==> src/lsbx_pkg.sv <==
// Package for the bitmap LSB character extractor.
// Holds the item type, the result kind codes and the header byte positions.
// No dependencies.
package lsbx_pkg;

  // One raw file byte with its restart marker.
  typedef struct packed {
    logic [7:0] file_byte;
    logic       start_req;
  } lsbx_item_t;

  // Result kinds reported on the output channel.
  typedef enum logic [2:0] {
    KIND_CHAR       = 3'd0,
    KIND_NOT_BMP    = 3'd1,
    KIND_BAD_OFFSET = 3'd2,
    KIND_BAD_BPP    = 3'd3,
    KIND_ZERO       = 3'd4,
    KIND_EXHAUSTED  = 3'd5
  } lsbx_kind_t;

  // Header layout; position HDR_LEN means the pixel payload phase.
  localparam logic [5:0] HDR_LEN  = 6'd54;
  localparam logic [5:0] POS_SIG0 = 6'd0;
  localparam logic [5:0] POS_SIG1 = 6'd1;
  localparam logic [5:0] POS_OFF0 = 6'd10;
  localparam logic [5:0] POS_OFF3 = 6'd13;
  localparam logic [5:0] POS_WID0 = 6'd18;
  localparam logic [5:0] POS_WID3 = 6'd21;
  localparam logic [5:0] POS_HGT0 = 6'd22;
  localparam logic [5:0] POS_HGT3 = 6'd25;
  localparam logic [5:0] POS_ROW  = 6'd26;
  localparam logic [5:0] POS_PLO  = 6'd27;
  localparam logic [5:0] POS_DEP0 = 6'd28;
  localparam logic [5:0] POS_DEP1 = 6'd29;
  localparam logic [5:0] POS_LAST = 6'd53;

  localparam logic [7:0]  SIG_FIRST  = 8'h42;
  localparam logic [7:0]  SIG_SECOND = 8'h4D;
  localparam logic [31:0] WANT_OFFSET = 32'd54;
  localparam logic [7:0]  WANT_BPP   = 8'd24;
  localparam logic [1:0]  LAST_PHASE = 2'd3;

endpackage

==> src/lsbx_if.sv <==
// Valid/ready channel interfaces for the bitmap LSB character extractor.
// Depends on lsbx_pkg only through the widths it mirrors.
interface lsbx_in_if;
  logic       valid;
  logic       ready;
  logic [7:0] file_byte;
  logic       start_req;

  modport source (output valid, output file_byte, output start_req, input ready);
  modport sink   (input valid, input file_byte, input start_req, output ready);
endinterface

interface lsbx_out_if;
  logic       valid;
  logic       ready;
  logic [2:0] kind;
  logic [7:0] value;
  logic       finished;

  modport source (output valid, output kind, output value, output finished, input ready);
  modport sink   (input valid, input kind, input value, input finished, output ready);
endinterface

==> src/lsbx_in_stage.sv <==
// Input register stage of the bitmap LSB character extractor.
// Depends on lsbx_pkg for the item type.
module lsbx_in_stage
  import lsbx_pkg::*;
(
  input  logic       clk,
  input  logic       rst_n,
  input  logic       up_valid,
  output logic       up_ready,
  input  lsbx_item_t up_item,
  output logic       dn_valid,
  input  logic       dn_ready,
  output lsbx_item_t dn_item
);

  logic       valid_r;
  lsbx_item_t item_r;

  // The stage takes a new byte when empty or when its content moves on.
  assign up_ready = !valid_r || dn_ready;
  assign dn_valid = valid_r;
  assign dn_item  = item_r;

  always_ff @(posedge clk) begin
    if (!rst_n) begin
      valid_r <= 1'b0;
    end else if (up_ready) begin
      valid_r <= up_valid;
    end
  end

  // Payload register, loaded on every transfer.
  always_ff @(posedge clk) begin
    if (up_ready && up_valid) begin
      item_r <= up_item;
    end
  end

endmodule

==> src/lsbx_decode.sv <==
// Header parser, payload length unit, bit packer and result register.
// Depends on lsbx_pkg for the item type, kind codes and header positions.
module lsbx_decode
  import lsbx_pkg::*;
(
  input  logic       clk,
  input  logic       rst_n,
  input  logic       item_valid,
  output logic       item_ready,
  input  lsbx_item_t item,
  output logic       res_valid,
  input  logic       res_ready,
  output lsbx_kind_t res_kind,
  output logic [7:0] res_value,
  output logic       res_finished
);

  // Control state.
  logic [5:0]  pos_r, pos_nxt;
  logic        done_r, done_nxt;
  logic [1:0]  phase_r, phase_nxt;
  logic        out_valid_r, out_valid_nxt;
  // Header and payload registers.
  logic        sig_ok_r, sig_ok_nxt;
  logic [23:0] off_r, off_nxt;
  logic [7:0]  depth_r, depth_nxt;
  logic [31:0] width_r, width_nxt;
  logic [31:0] height_r, height_nxt;
  logic [33:0] row_r, row_nxt;
  logic [49:0] plo_r, plo_nxt;
  logic [48:0] phi_r, phi_nxt;
  logic [63:0] total_r, total_nxt;
  logic [61:0] quads_r, quads_nxt;
  logic [5:0]  gather_r, gather_nxt;
  lsbx_kind_t  kind_r, kind_nxt;
  logic [7:0]  value_r, value_nxt;
  logic        fin_r, fin_nxt;

  logic        fire;
  logic        start;
  logic [7:0]  b;
  logic [5:0]  pos_c;
  logic        done_c;
  logic [1:0]  phase_c;
  logic [1:0]  lane;
  logic [7:0]  ch;
  logic        wpos;
  logic        hpos;
  logic [33:0] w3;
  logic [15:0] mul_b;
  logic [49:0] prod;

  // A byte is processed when the result register is free to take its outcome.
  assign item_ready = !out_valid_r || res_ready;
  assign fire       = item_valid && item_ready;
  assign start      = item.start_req;
  assign b          = item.file_byte;

  assign res_valid    = out_valid_r;
  assign res_kind     = kind_r;
  assign res_value    = value_r;
  assign res_finished = fin_r;

  // Payload length datapath: row size, then one shared 34x16 multiplier
  // used for the low and the high half of the height on two header bytes.
  assign wpos  = (width_r != 32'd0) && !width_r[31];
  assign hpos  = (height_r != 32'd0) && !height_r[31];
  assign w3    = {3'b000, width_r[30:0]} + {2'b00, width_r[30:0], 1'b0} + 34'd3;
  assign mul_b = (pos_c == POS_PLO) ? height_r[15:0] : {1'b0, height_r[30:16]};
  assign prod  = row_r * mul_b;
  assign ch    = {gather_r, b[1:0]};

  always_comb begin
    pos_c   = start ? 6'd0 : pos_r;
    done_c  = start ? 1'b0 : done_r;
    phase_c = start ? 2'd0 : phase_r;
    lane    = 2'd0;

    pos_nxt    = pos_r;
    done_nxt   = done_r;
    phase_nxt  = phase_r;
    sig_ok_nxt = sig_ok_r;
    off_nxt    = off_r;
    depth_nxt  = depth_r;
    width_nxt  = width_r;
    height_nxt = height_r;
    row_nxt    = row_r;
    plo_nxt    = plo_r;
    phi_nxt    = phi_r;
    total_nxt  = total_r;
    quads_nxt  = quads_r;
    gather_nxt = gather_r;

    out_valid_nxt = out_valid_r;
    kind_nxt      = kind_r;
    value_nxt     = value_r;
    fin_nxt       = fin_r;

    // The result register empties once its transfer is done.
    if (res_ready) begin
      out_valid_nxt = 1'b0;
    end

    if (fire) begin
      pos_nxt       = pos_c;
      done_nxt      = done_c;
      phase_nxt     = phase_c;
      out_valid_nxt = 1'b0;
      kind_nxt      = KIND_CHAR;
      value_nxt     = 8'd0;
      fin_nxt       = 1'b0;

      if (!done_c) begin
        if (pos_c < HDR_LEN) begin
          // Header byte: capture fields and check the three warnings.
          pos_nxt = pos_c + 6'd1;
          if (pos_c == POS_SIG0) begin
            sig_ok_nxt = (b == SIG_FIRST);
          end else if (pos_c == POS_SIG1) begin
            if (!(sig_ok_r && b == SIG_SECOND)) begin
              out_valid_nxt = 1'b1;
              kind_nxt      = KIND_NOT_BMP;
            end
          end else if (pos_c >= POS_OFF0 && pos_c < POS_OFF3) begin
            lane = 2'(pos_c - POS_OFF0);
            off_nxt[lane*8 +: 8] = b;
          end else if (pos_c == POS_OFF3) begin
            if ({b, off_r} != WANT_OFFSET) begin
              out_valid_nxt = 1'b1;
              kind_nxt      = KIND_BAD_OFFSET;
            end
          end else if (pos_c >= POS_WID0 && pos_c <= POS_WID3) begin
            lane = 2'(pos_c - POS_WID0);
            width_nxt[lane*8 +: 8] = b;
          end else if (pos_c >= POS_HGT0 && pos_c <= POS_HGT3) begin
            lane = 2'(pos_c - POS_HGT0);
            height_nxt[lane*8 +: 8] = b;
          end else if (pos_c == POS_ROW) begin
            row_nxt = w3 & ~34'd3;
          end else if (pos_c == POS_PLO) begin
            plo_nxt = prod;
          end else if (pos_c == POS_DEP0) begin
            depth_nxt = b;
            phi_nxt   = prod[48:0];
          end else if (pos_c == POS_DEP1) begin
            total_nxt = {14'd0, plo_r} + {phi_r[47:0], 16'd0};
            if (!(depth_r == WANT_BPP && b == 8'd0)) begin
              out_valid_nxt = 1'b1;
              kind_nxt      = KIND_BAD_BPP;
            end
          end else if (pos_c == POS_LAST) begin
            // A zero or negative dimension leaves no payload at all.
            if (wpos && hpos) begin
              quads_nxt = total_r[63:2];
            end else begin
              out_valid_nxt = 1'b1;
              kind_nxt      = KIND_EXHAUSTED;
              fin_nxt       = 1'b1;
              done_nxt      = 1'b1;
            end
          end
        end else if (phase_c != LAST_PHASE) begin
          // Payload byte: collect its two low bits.
          gather_nxt = {gather_r[3:0], b[1:0]};
          phase_nxt  = phase_c + 2'd1;
        end else begin
          // Fourth payload byte completes a character.
          phase_nxt     = 2'd0;
          quads_nxt     = quads_r - 62'd1;
          out_valid_nxt = 1'b1;
          if (ch == 8'd0) begin
            kind_nxt = KIND_ZERO;
            fin_nxt  = 1'b1;
            done_nxt = 1'b1;
          end else begin
            value_nxt = ch;
            if (quads_r == 62'd1) begin
              fin_nxt  = 1'b1;
              done_nxt = 1'b1;
            end
          end
        end
      end
    end
  end

  // Control registers.
  always_ff @(posedge clk) begin
    if (!rst_n) begin
      pos_r       <= 6'd0;
      done_r      <= 1'b0;
      phase_r     <= 2'd0;
      out_valid_r <= 1'b0;
    end else begin
      pos_r       <= pos_nxt;
      done_r      <= done_nxt;
      phase_r     <= phase_nxt;
      out_valid_r <= out_valid_nxt;
    end
  end

  // Header fields, length datapath and result payload.
  always_ff @(posedge clk) begin
    sig_ok_r <= sig_ok_nxt;
    off_r    <= off_nxt;
    depth_r  <= depth_nxt;
    width_r  <= width_nxt;
    height_r <= height_nxt;
    row_r    <= row_nxt;
    plo_r    <= plo_nxt;
    phi_r    <= phi_nxt;
    total_r  <= total_nxt;
    quads_r  <= quads_nxt;
    gather_r <= gather_nxt;
    kind_r   <= kind_nxt;
    value_r  <= value_nxt;
    fin_r    <= fin_nxt;
  end

endmodule

==> src/bmp_lsb_stego_extractor_unit.sv <==
// Bitmap LSB character extractor, top level.
// A byte passes the input register, then its outcome is held in the result register.
// Throughput: one byte per cycle unless a result waits on out_chan.ready; set by the register pair.
// Payload length is built over header bytes 26 to 29 on one shared 34x16 multiplier.
// Reset (rst_n low, synchronous) empties both stages; the first byte after it is header byte 0.
// Depends on lsbx_pkg, lsbx_if, lsbx_in_stage and lsbx_decode.
module bmp_lsb_stego_extractor_unit
  import lsbx_pkg::*;
(
  input  logic        clk,
  input  logic        rst_n,
  lsbx_in_if.sink     in_chan,
  lsbx_out_if.source  out_chan
);

  lsbx_item_t up_item;
  lsbx_item_t st_item;
  logic       st_valid;
  logic       st_ready;
  lsbx_kind_t kind;

  assign up_item.file_byte = in_chan.file_byte;
  assign up_item.start_req = in_chan.start_req;

  // Input register.
  lsbx_in_stage u_in_stage (
    .clk      (clk),
    .rst_n    (rst_n),
    .up_valid (in_chan.valid),
    .up_ready (in_chan.ready),
    .up_item  (up_item),
    .dn_valid (st_valid),
    .dn_ready (st_ready),
    .dn_item  (st_item)
  );

  // Parser, packer and result register.
  lsbx_decode u_decode (
    .clk          (clk),
    .rst_n        (rst_n),
    .item_valid   (st_valid),
    .item_ready   (st_ready),
    .item         (st_item),
    .res_valid    (out_chan.valid),
    .res_ready    (out_chan.ready),
    .res_kind     (kind),
    .res_value    (out_chan.value),
    .res_finished (out_chan.finished)
  );

  assign out_chan.kind = kind;

endmodule
==> src/flat_wrapper.sv <==
// flat-port wrapper written by rule: the top's interface ports become plain ports
module bmp_lsb_stego_extractor_unit_flat import lsbx_pkg::*;
  (clk, rst_n, in_chan_valid, in_chan_file_byte, in_chan_start_req, in_chan_ready, out_chan_valid, out_chan_kind, out_chan_value, out_chan_finished, out_chan_ready);
  lsbx_in_if in_chan_i ();
  lsbx_out_if out_chan_i ();
  input  logic clk;
  input  logic rst_n;
  input wire logic [$bits(in_chan_i.valid)-1:0] in_chan_valid;
  input wire logic [$bits(in_chan_i.file_byte)-1:0] in_chan_file_byte;
  input wire logic [$bits(in_chan_i.start_req)-1:0] in_chan_start_req;
  output wire logic [$bits(in_chan_i.ready)-1:0] in_chan_ready;
  output wire logic [$bits(out_chan_i.valid)-1:0] out_chan_valid;
  output wire logic [$bits(out_chan_i.kind)-1:0] out_chan_kind;
  output wire logic [$bits(out_chan_i.value)-1:0] out_chan_value;
  output wire logic [$bits(out_chan_i.finished)-1:0] out_chan_finished;
  input wire logic [$bits(out_chan_i.ready)-1:0] out_chan_ready;
  assign in_chan_i.valid = in_chan_valid;
  assign in_chan_i.file_byte = in_chan_file_byte;
  assign in_chan_i.start_req = in_chan_start_req;
  assign in_chan_ready = in_chan_i.ready;
  assign out_chan_valid = out_chan_i.valid;
  assign out_chan_kind = out_chan_i.kind;
  assign out_chan_value = out_chan_i.value;
  assign out_chan_finished = out_chan_i.finished;
  assign out_chan_i.ready = out_chan_ready;
  bmp_lsb_stego_extractor_unit u_core (.clk(clk), .rst_n(rst_n), .in_chan(in_chan_i), .out_chan(out_chan_i));
endmodule
==> config.mk <==
export PLATFORM = sky130hd
export DESIGN_NAME = bmp_lsb_stego_extractor_unit_flat
export DESIGN_NICKNAME = d
export VERILOG_FILES = /design/src/lsbx_pkg.sv /design/src/lsbx_if.sv /design/src/lsbx_in_stage.sv /design/src/lsbx_decode.sv /design/src/bmp_lsb_stego_extractor_unit.sv /design/src/flat_wrapper.sv
export SDC_FILE = /design/constraint.sdc
export NUM_CORES = 2
export LEC_CHECK = 0
export ABC_AREA = 1
export BUFFER_PORTS_ARGS = -buffer_cell sky130_fd_sc_hd__buf_4
export CORE_UTILIZATION = 50
export DETAILED_ROUTE_END_ITERATION = 8
export GPL_TIMING_DRIVEN = 0
export PLACE_DENSITY = 0.66
export SKIP_LAST_GASP = 1
export SYNTH_ARGS = -nofsm -noshare
export SYNTH_HDL_FRONTEND = slang
export SYNTH_SLANG_ARGS = --single-unit
==> constraint.sdc <==
create_clock -name clk -period 9.4 [get_ports clk]
set_input_delay 0.94 -clock clk [delete_from_list [all_inputs] [get_ports clk]]
set_output_delay 0.94 -clock clk [all_outputs]
set_load 0.01 [all_outputs]
==> flow_summary.json <==
{
  "holdPathStages": 0,
  "cts_sinks": 384,
  "routed_via_density": 5.43,
  "dp_cells": 5174,
  "utilization_pct": 54.9,
  "cts_buffer_depth": 3,
  "synthFlopType": "edfxtp_1",
  "cp.required_ns": 9.62,
  "avgSynthCellArea_um2": 8.76,
  "ys_ff_latch": 384,
  "synth_area_mm2": 0.0366,
  "worst_pin_slew_ns": 0.948,
  "synthToLayoutAreaGrowth_pct": 7.88,
  "crit_path_top_delay_cell": "o21ai_1",
  "hold_path.class": "flip-flop to flip-flop",
  "synth_nets": 4835,
  "synth_edf_count": 373,
  "power_mw": 3.47,
  "io_pins": 27,
  "whs_ns": 0.414,
  "p_comb_share_pct": 1.6,
  "hold_end": "u_core.u_decode.total_r[16]$_DFFE_PP_",
  "seq_area_frac_synth_pct": 31.2,
  "antenna_left": 0,
  "finalCritPeriodShare_pct": 94.8,
  "cap_violations": 0,
  "r2r-start": "u_core.u_in_stage.dn_item[0]$_DFFE_PP_",
  "grt_pass1_vias": 28800,
  "h-tree-depth": 2,
  "nNetsFinal": 4921,
  "die_w_um": 273,
  "cts_buffers": 38,
  "clkPwrFrac_pct": 44.7,
  "drc": 0,
  "instances_no_fill": 5244,
  "outcome": "finished clean",
  "switching_share_pct": 21.3,
  "drive_above_1_share_pct": 5.15,
  "grt_max_degree": 32,
  "fmax_mhz": 112,
  "critPathKind": "flip-flop to flip-flop",
  "crit_fanout": 12,
  "cts_setup_buffers": 0,
  "regToRegSetupSlack_ns": 0.49,
  "num_vias": 28500,
  "antenna_found_initial": 0,
  "p_per_area_mw_per_mm2": 88.0,
  "wl_per_cell_um": 19.5,
  "yosys_warnings": 0,
  "gp_congestion": 0.985,
  "startpoint_type": "flip-flop",
  "endpoint_kind": "flip-flop",
  "cts_tree": "built",
  "start_util_pct": 50.9,
  "peakVddDrop_v": 0.000122,
  "r2r-end": "u_core.u_decode.plo_r[41]$_DFFE_PP_",
  "async_reset_ff_share_pct": 0,
  "routed_wl_um": 103000,
  "fin_worst_skew_ns": 0.0402,
  "synth.distinct_cells": 53,
  "pre_cts_ws_ns": 0.00553,
  "p_int_mw": 2.73,
  "setup_viol": 0,
  "grt_pass1_wl_um": 161000,
  "reg2regPathDepth": 31,
  "numPortBuffers": 26,
  "p_sw_mw": 0.740,
  "fin_crit_ns": 8.91,
  "critPathArrivalTime_ns": 9.13,
  "rsz0062_at_grt": "false",
  "clkSlewWorstSetupHoldPaths_ns": 0.07,
  "slowest_delay_ns": 0.74,
  "coreArea_mm2": 0.0720,
  "slew_violations": 0,
  "dieArea_mm2": 0.0743,
  "fin_ws_ns": 0.487,
  "nFillCells": 6598,
  "die_h_um": 273,
  "seqPwrFrac_pct": 53.7,
  "grt_usage_pct": 28.2,
  "worst_skew_pair.late_latency_ns": 0.56,
  "num_rows": 98,
  "num_antenna_cells": 0,
  "dp_hpwl_um": 84600,
  "drt_first_pass_iters": 6,
  "grt.overflow.total": 0,
  "cts-root-buf": "clkbuf_16",
  "syn_inst": 4178,
  "hold_viol_final": 0,
  "drtIter0Drc": 2623,
  "maxSlewHeadroom_pct": 36.3,
  "hold_start": "u_core.u_decode.plo_r[16]$_DFFE_PP_",
  "p_leak_nw": 18.0
}
-- cell type report --
type	instances	area (um2)	share of cell area, %
clock inverter	28	279	0.706
clock buffer	42	987	2.50
inverter	787	2960	7.50
sequential	384	11400	28.9
buffer	86	447	1.13
multi-input combinational	2921	21800	55.2
timing repair buffer	46	394	0.998
tap	950	1190	3.01
-- routing by layer --
metal	part of all wire, %	global-route usage, %	up-vias
met5	0	0	-
met1	42	38.1	13900
li1	-	-	13300
met3	7.5	4.61	183
met2	47	46.8	1049
met4	3.3	8.55	0
-- cell families after synthesis --
kind of cell	share of synthesized area, %
AO/OA/AOI/OAI	6.07
XOR/XNOR	3.73
adder cells (fa/ha/maj)	30.3
buffers and inverters	9.31
flip-flops	31.2
AND/OR/NAND/NOR	19.4
-- sequential cells by signal, summed over array words and instances, names as in the netlist --
register                      cells
u_core.u_decode.quads_r          62
u_core.u_decode.total_r          62
u_core.u_decode.plo_r            48
u_core.u_decode.phi_r            46
u_core.u_decode.height_r         32
u_core.u_decode.width_r          32
u_core.u_decode.row_r            31
u_core.u_decode.off_r            24
u_core.u_in_stage.dn_item         9
u_core.u_decode.depth_r           8
u_core.u_decode.res_value         8
u_core.u_decode.gather_r          6
u_core.u_decode.pos_r             6
u_core.u_decode.res_kind          3
u_core.u_decode.phase_r           2
u_core.u_decode.done_r            1
u_core.u_decode.res_finished      1
u_core.u_decode.res_valid         1
u_core.u_decode.sig_ok_r          1
u_core.u_in_stage.dn_valid        1
-- through the flow --
step | instance area [um2] | setup TNS (ns)
2_1_floorplan | 36600 | 0
3_3_place_gp | 38000 | -123.40
3_5_place_dp | 38200 | 0
4_1_cts | 39500 | 0
5_1_grt | 39500 | 0
6_report | 39500 | 0
-- cells in the mapped netlist (6+ instances only) --
cell type / number / area [um2]
nand2_1: 852 / 3200
inv_1: 765 / 2870
nor2_1: 594 / 2230
fa_1: 406 / 8130
edfxtp_1: 373 / 11200
ha_1: 238 / 2980
a21oi_1: 162 / 811
o21ai_0: 130 / 651
nand3_1: 116 / 581
xor2_1: 109 / 955
nor3_1: 58 / 290
xnor2_1: 47 / 412
nand4_1: 41 / 257
buf_2: 32 / 160
clkbuf_1: 30 / 113
a31oi_1: 24 / 150
nor4_1: 15 / 93.8
a21o_1: 13 / 97.6
or2_2: 13 / 81.3
buf_1: 11 / 41.3
dfxtp_1: 11 / 220
inv_2: 11 / 41.3
o21a_1: 11 / 82.6
o21bai_1: 11 / 82.6
buf_6: 9 / 101
nand3b_1: 9 / 67.6
o21ai_1: 9 / 45.0
o21ai_4: 8 / 130
a21boi_0: 7 / 52.6
and3_1: 6 / 37.5
clkinv_1: 6 / 22.5
o211ai_1: 6 / 45.0
-- power groups by stage --
| stage | logic [mW] | registers, mW | clock network [mW] |
|---|---|---|---|
| 3_5_place_dp | 0.0527 | 1.90 | 0 |
| 5_1_grt | 0.0587 | 1.87 | 1.64 |
| 3_3_place_gp | 0.0515 | 1.90 | 0 |
| 6_report | 0.0552 | 1.87 | 1.55 |
| 4_1_cts | 0.0531 | 1.87 | 1.57 |
| 2_1_floorplan | 0.0298 | 1.90 | 0 |
-- worst max-delay path by stage --
| stage | from | to | slack [ns] | depth (start not counted) |
|---|---|---|---|---|
| finish | u_core.u_in_stage.dn_item[0]$_DFFE_PP_ | u_core.u_decode.plo_r[41]$_DFFE_PP_ | 0.49 | 31 |
| CTS | u_core.u_in_stage.dn_item[0]$_DFFE_PP_ | u_core.u_decode.plo_r[41]$_DFFE_PP_ | 0.16 | 31 |
| global placement | u_core.u_in_stage.dn_item[0]$_DFFE_PP_ | u_core.u_decode.total_r[13]$_DFFE_PP_ | -1.87 | 9 |
| global route | u_core.u_in_stage.dn_item[0]$_DFFE_PP_ | u_core.u_decode.plo_r[41]$_DFFE_PP_ | 0.04 | 32 |
| floorplan | u_core.u_in_stage.dn_item[0]$_DFFE_PP_ | u_core.u_decode.total_r[10]$_DFFE_PP_ | 1.14 | 9 |
| detailed placement | u_core.u_in_stage.dn_item[0]$_DFFE_PP_ | u_core.u_decode.phi_r[41]$_DFFE_PP_ | 0.006 | 31 |
-- cells in the final DEF, fill, tap and decap left out, types with 7 or more instances in the layout --
cell,n
edfxtp_1,373
buf_2,32
nor2_1,592
ha_1,238
buf_1,11
inv_1,765
xor2_1,109
o21ai_0,129
a31oi_1,24
a21oi_1,162
o21ai_4,8
clkbuf_1,32
o21bai_1,11
nand3b_1,9
dfxtp_1,11
nand4_1,41
nor4_1,14
fa_1,406
or2_2,13
clkinv_1,11
nand3_1,116
o21ai_1,10
nor3_1,55
a21boi_0,7
inv_2,11
buf_4,39
a21o_1,13
o21a_1,11
xnor2_1,47
buf_6,18
clkinv_2,9
nand2_1,852
clkbuf_16,39
-- what timing repair did --
action	4_1_cts	5_1_grt
setup endpoints to repair	2	11
gates resized for setup	1	4
cloned	0	0
pin swaps	0	0
hold buffers	0	0
-- critical path, delay by kind of cell (launching register included) --
family / cells / cell delay, ns
AO/OA/AOI/OAI: 2 / 1.10
adder cells (fa/ha/maj): 8 / 3.60
flip-flops: 1 / 0.39
buffers and inverters: 11 / 1.68
AND/OR/NAND/NOR: 10 / 1.77
Note: power is estimated with default switching activity, not from simulation.
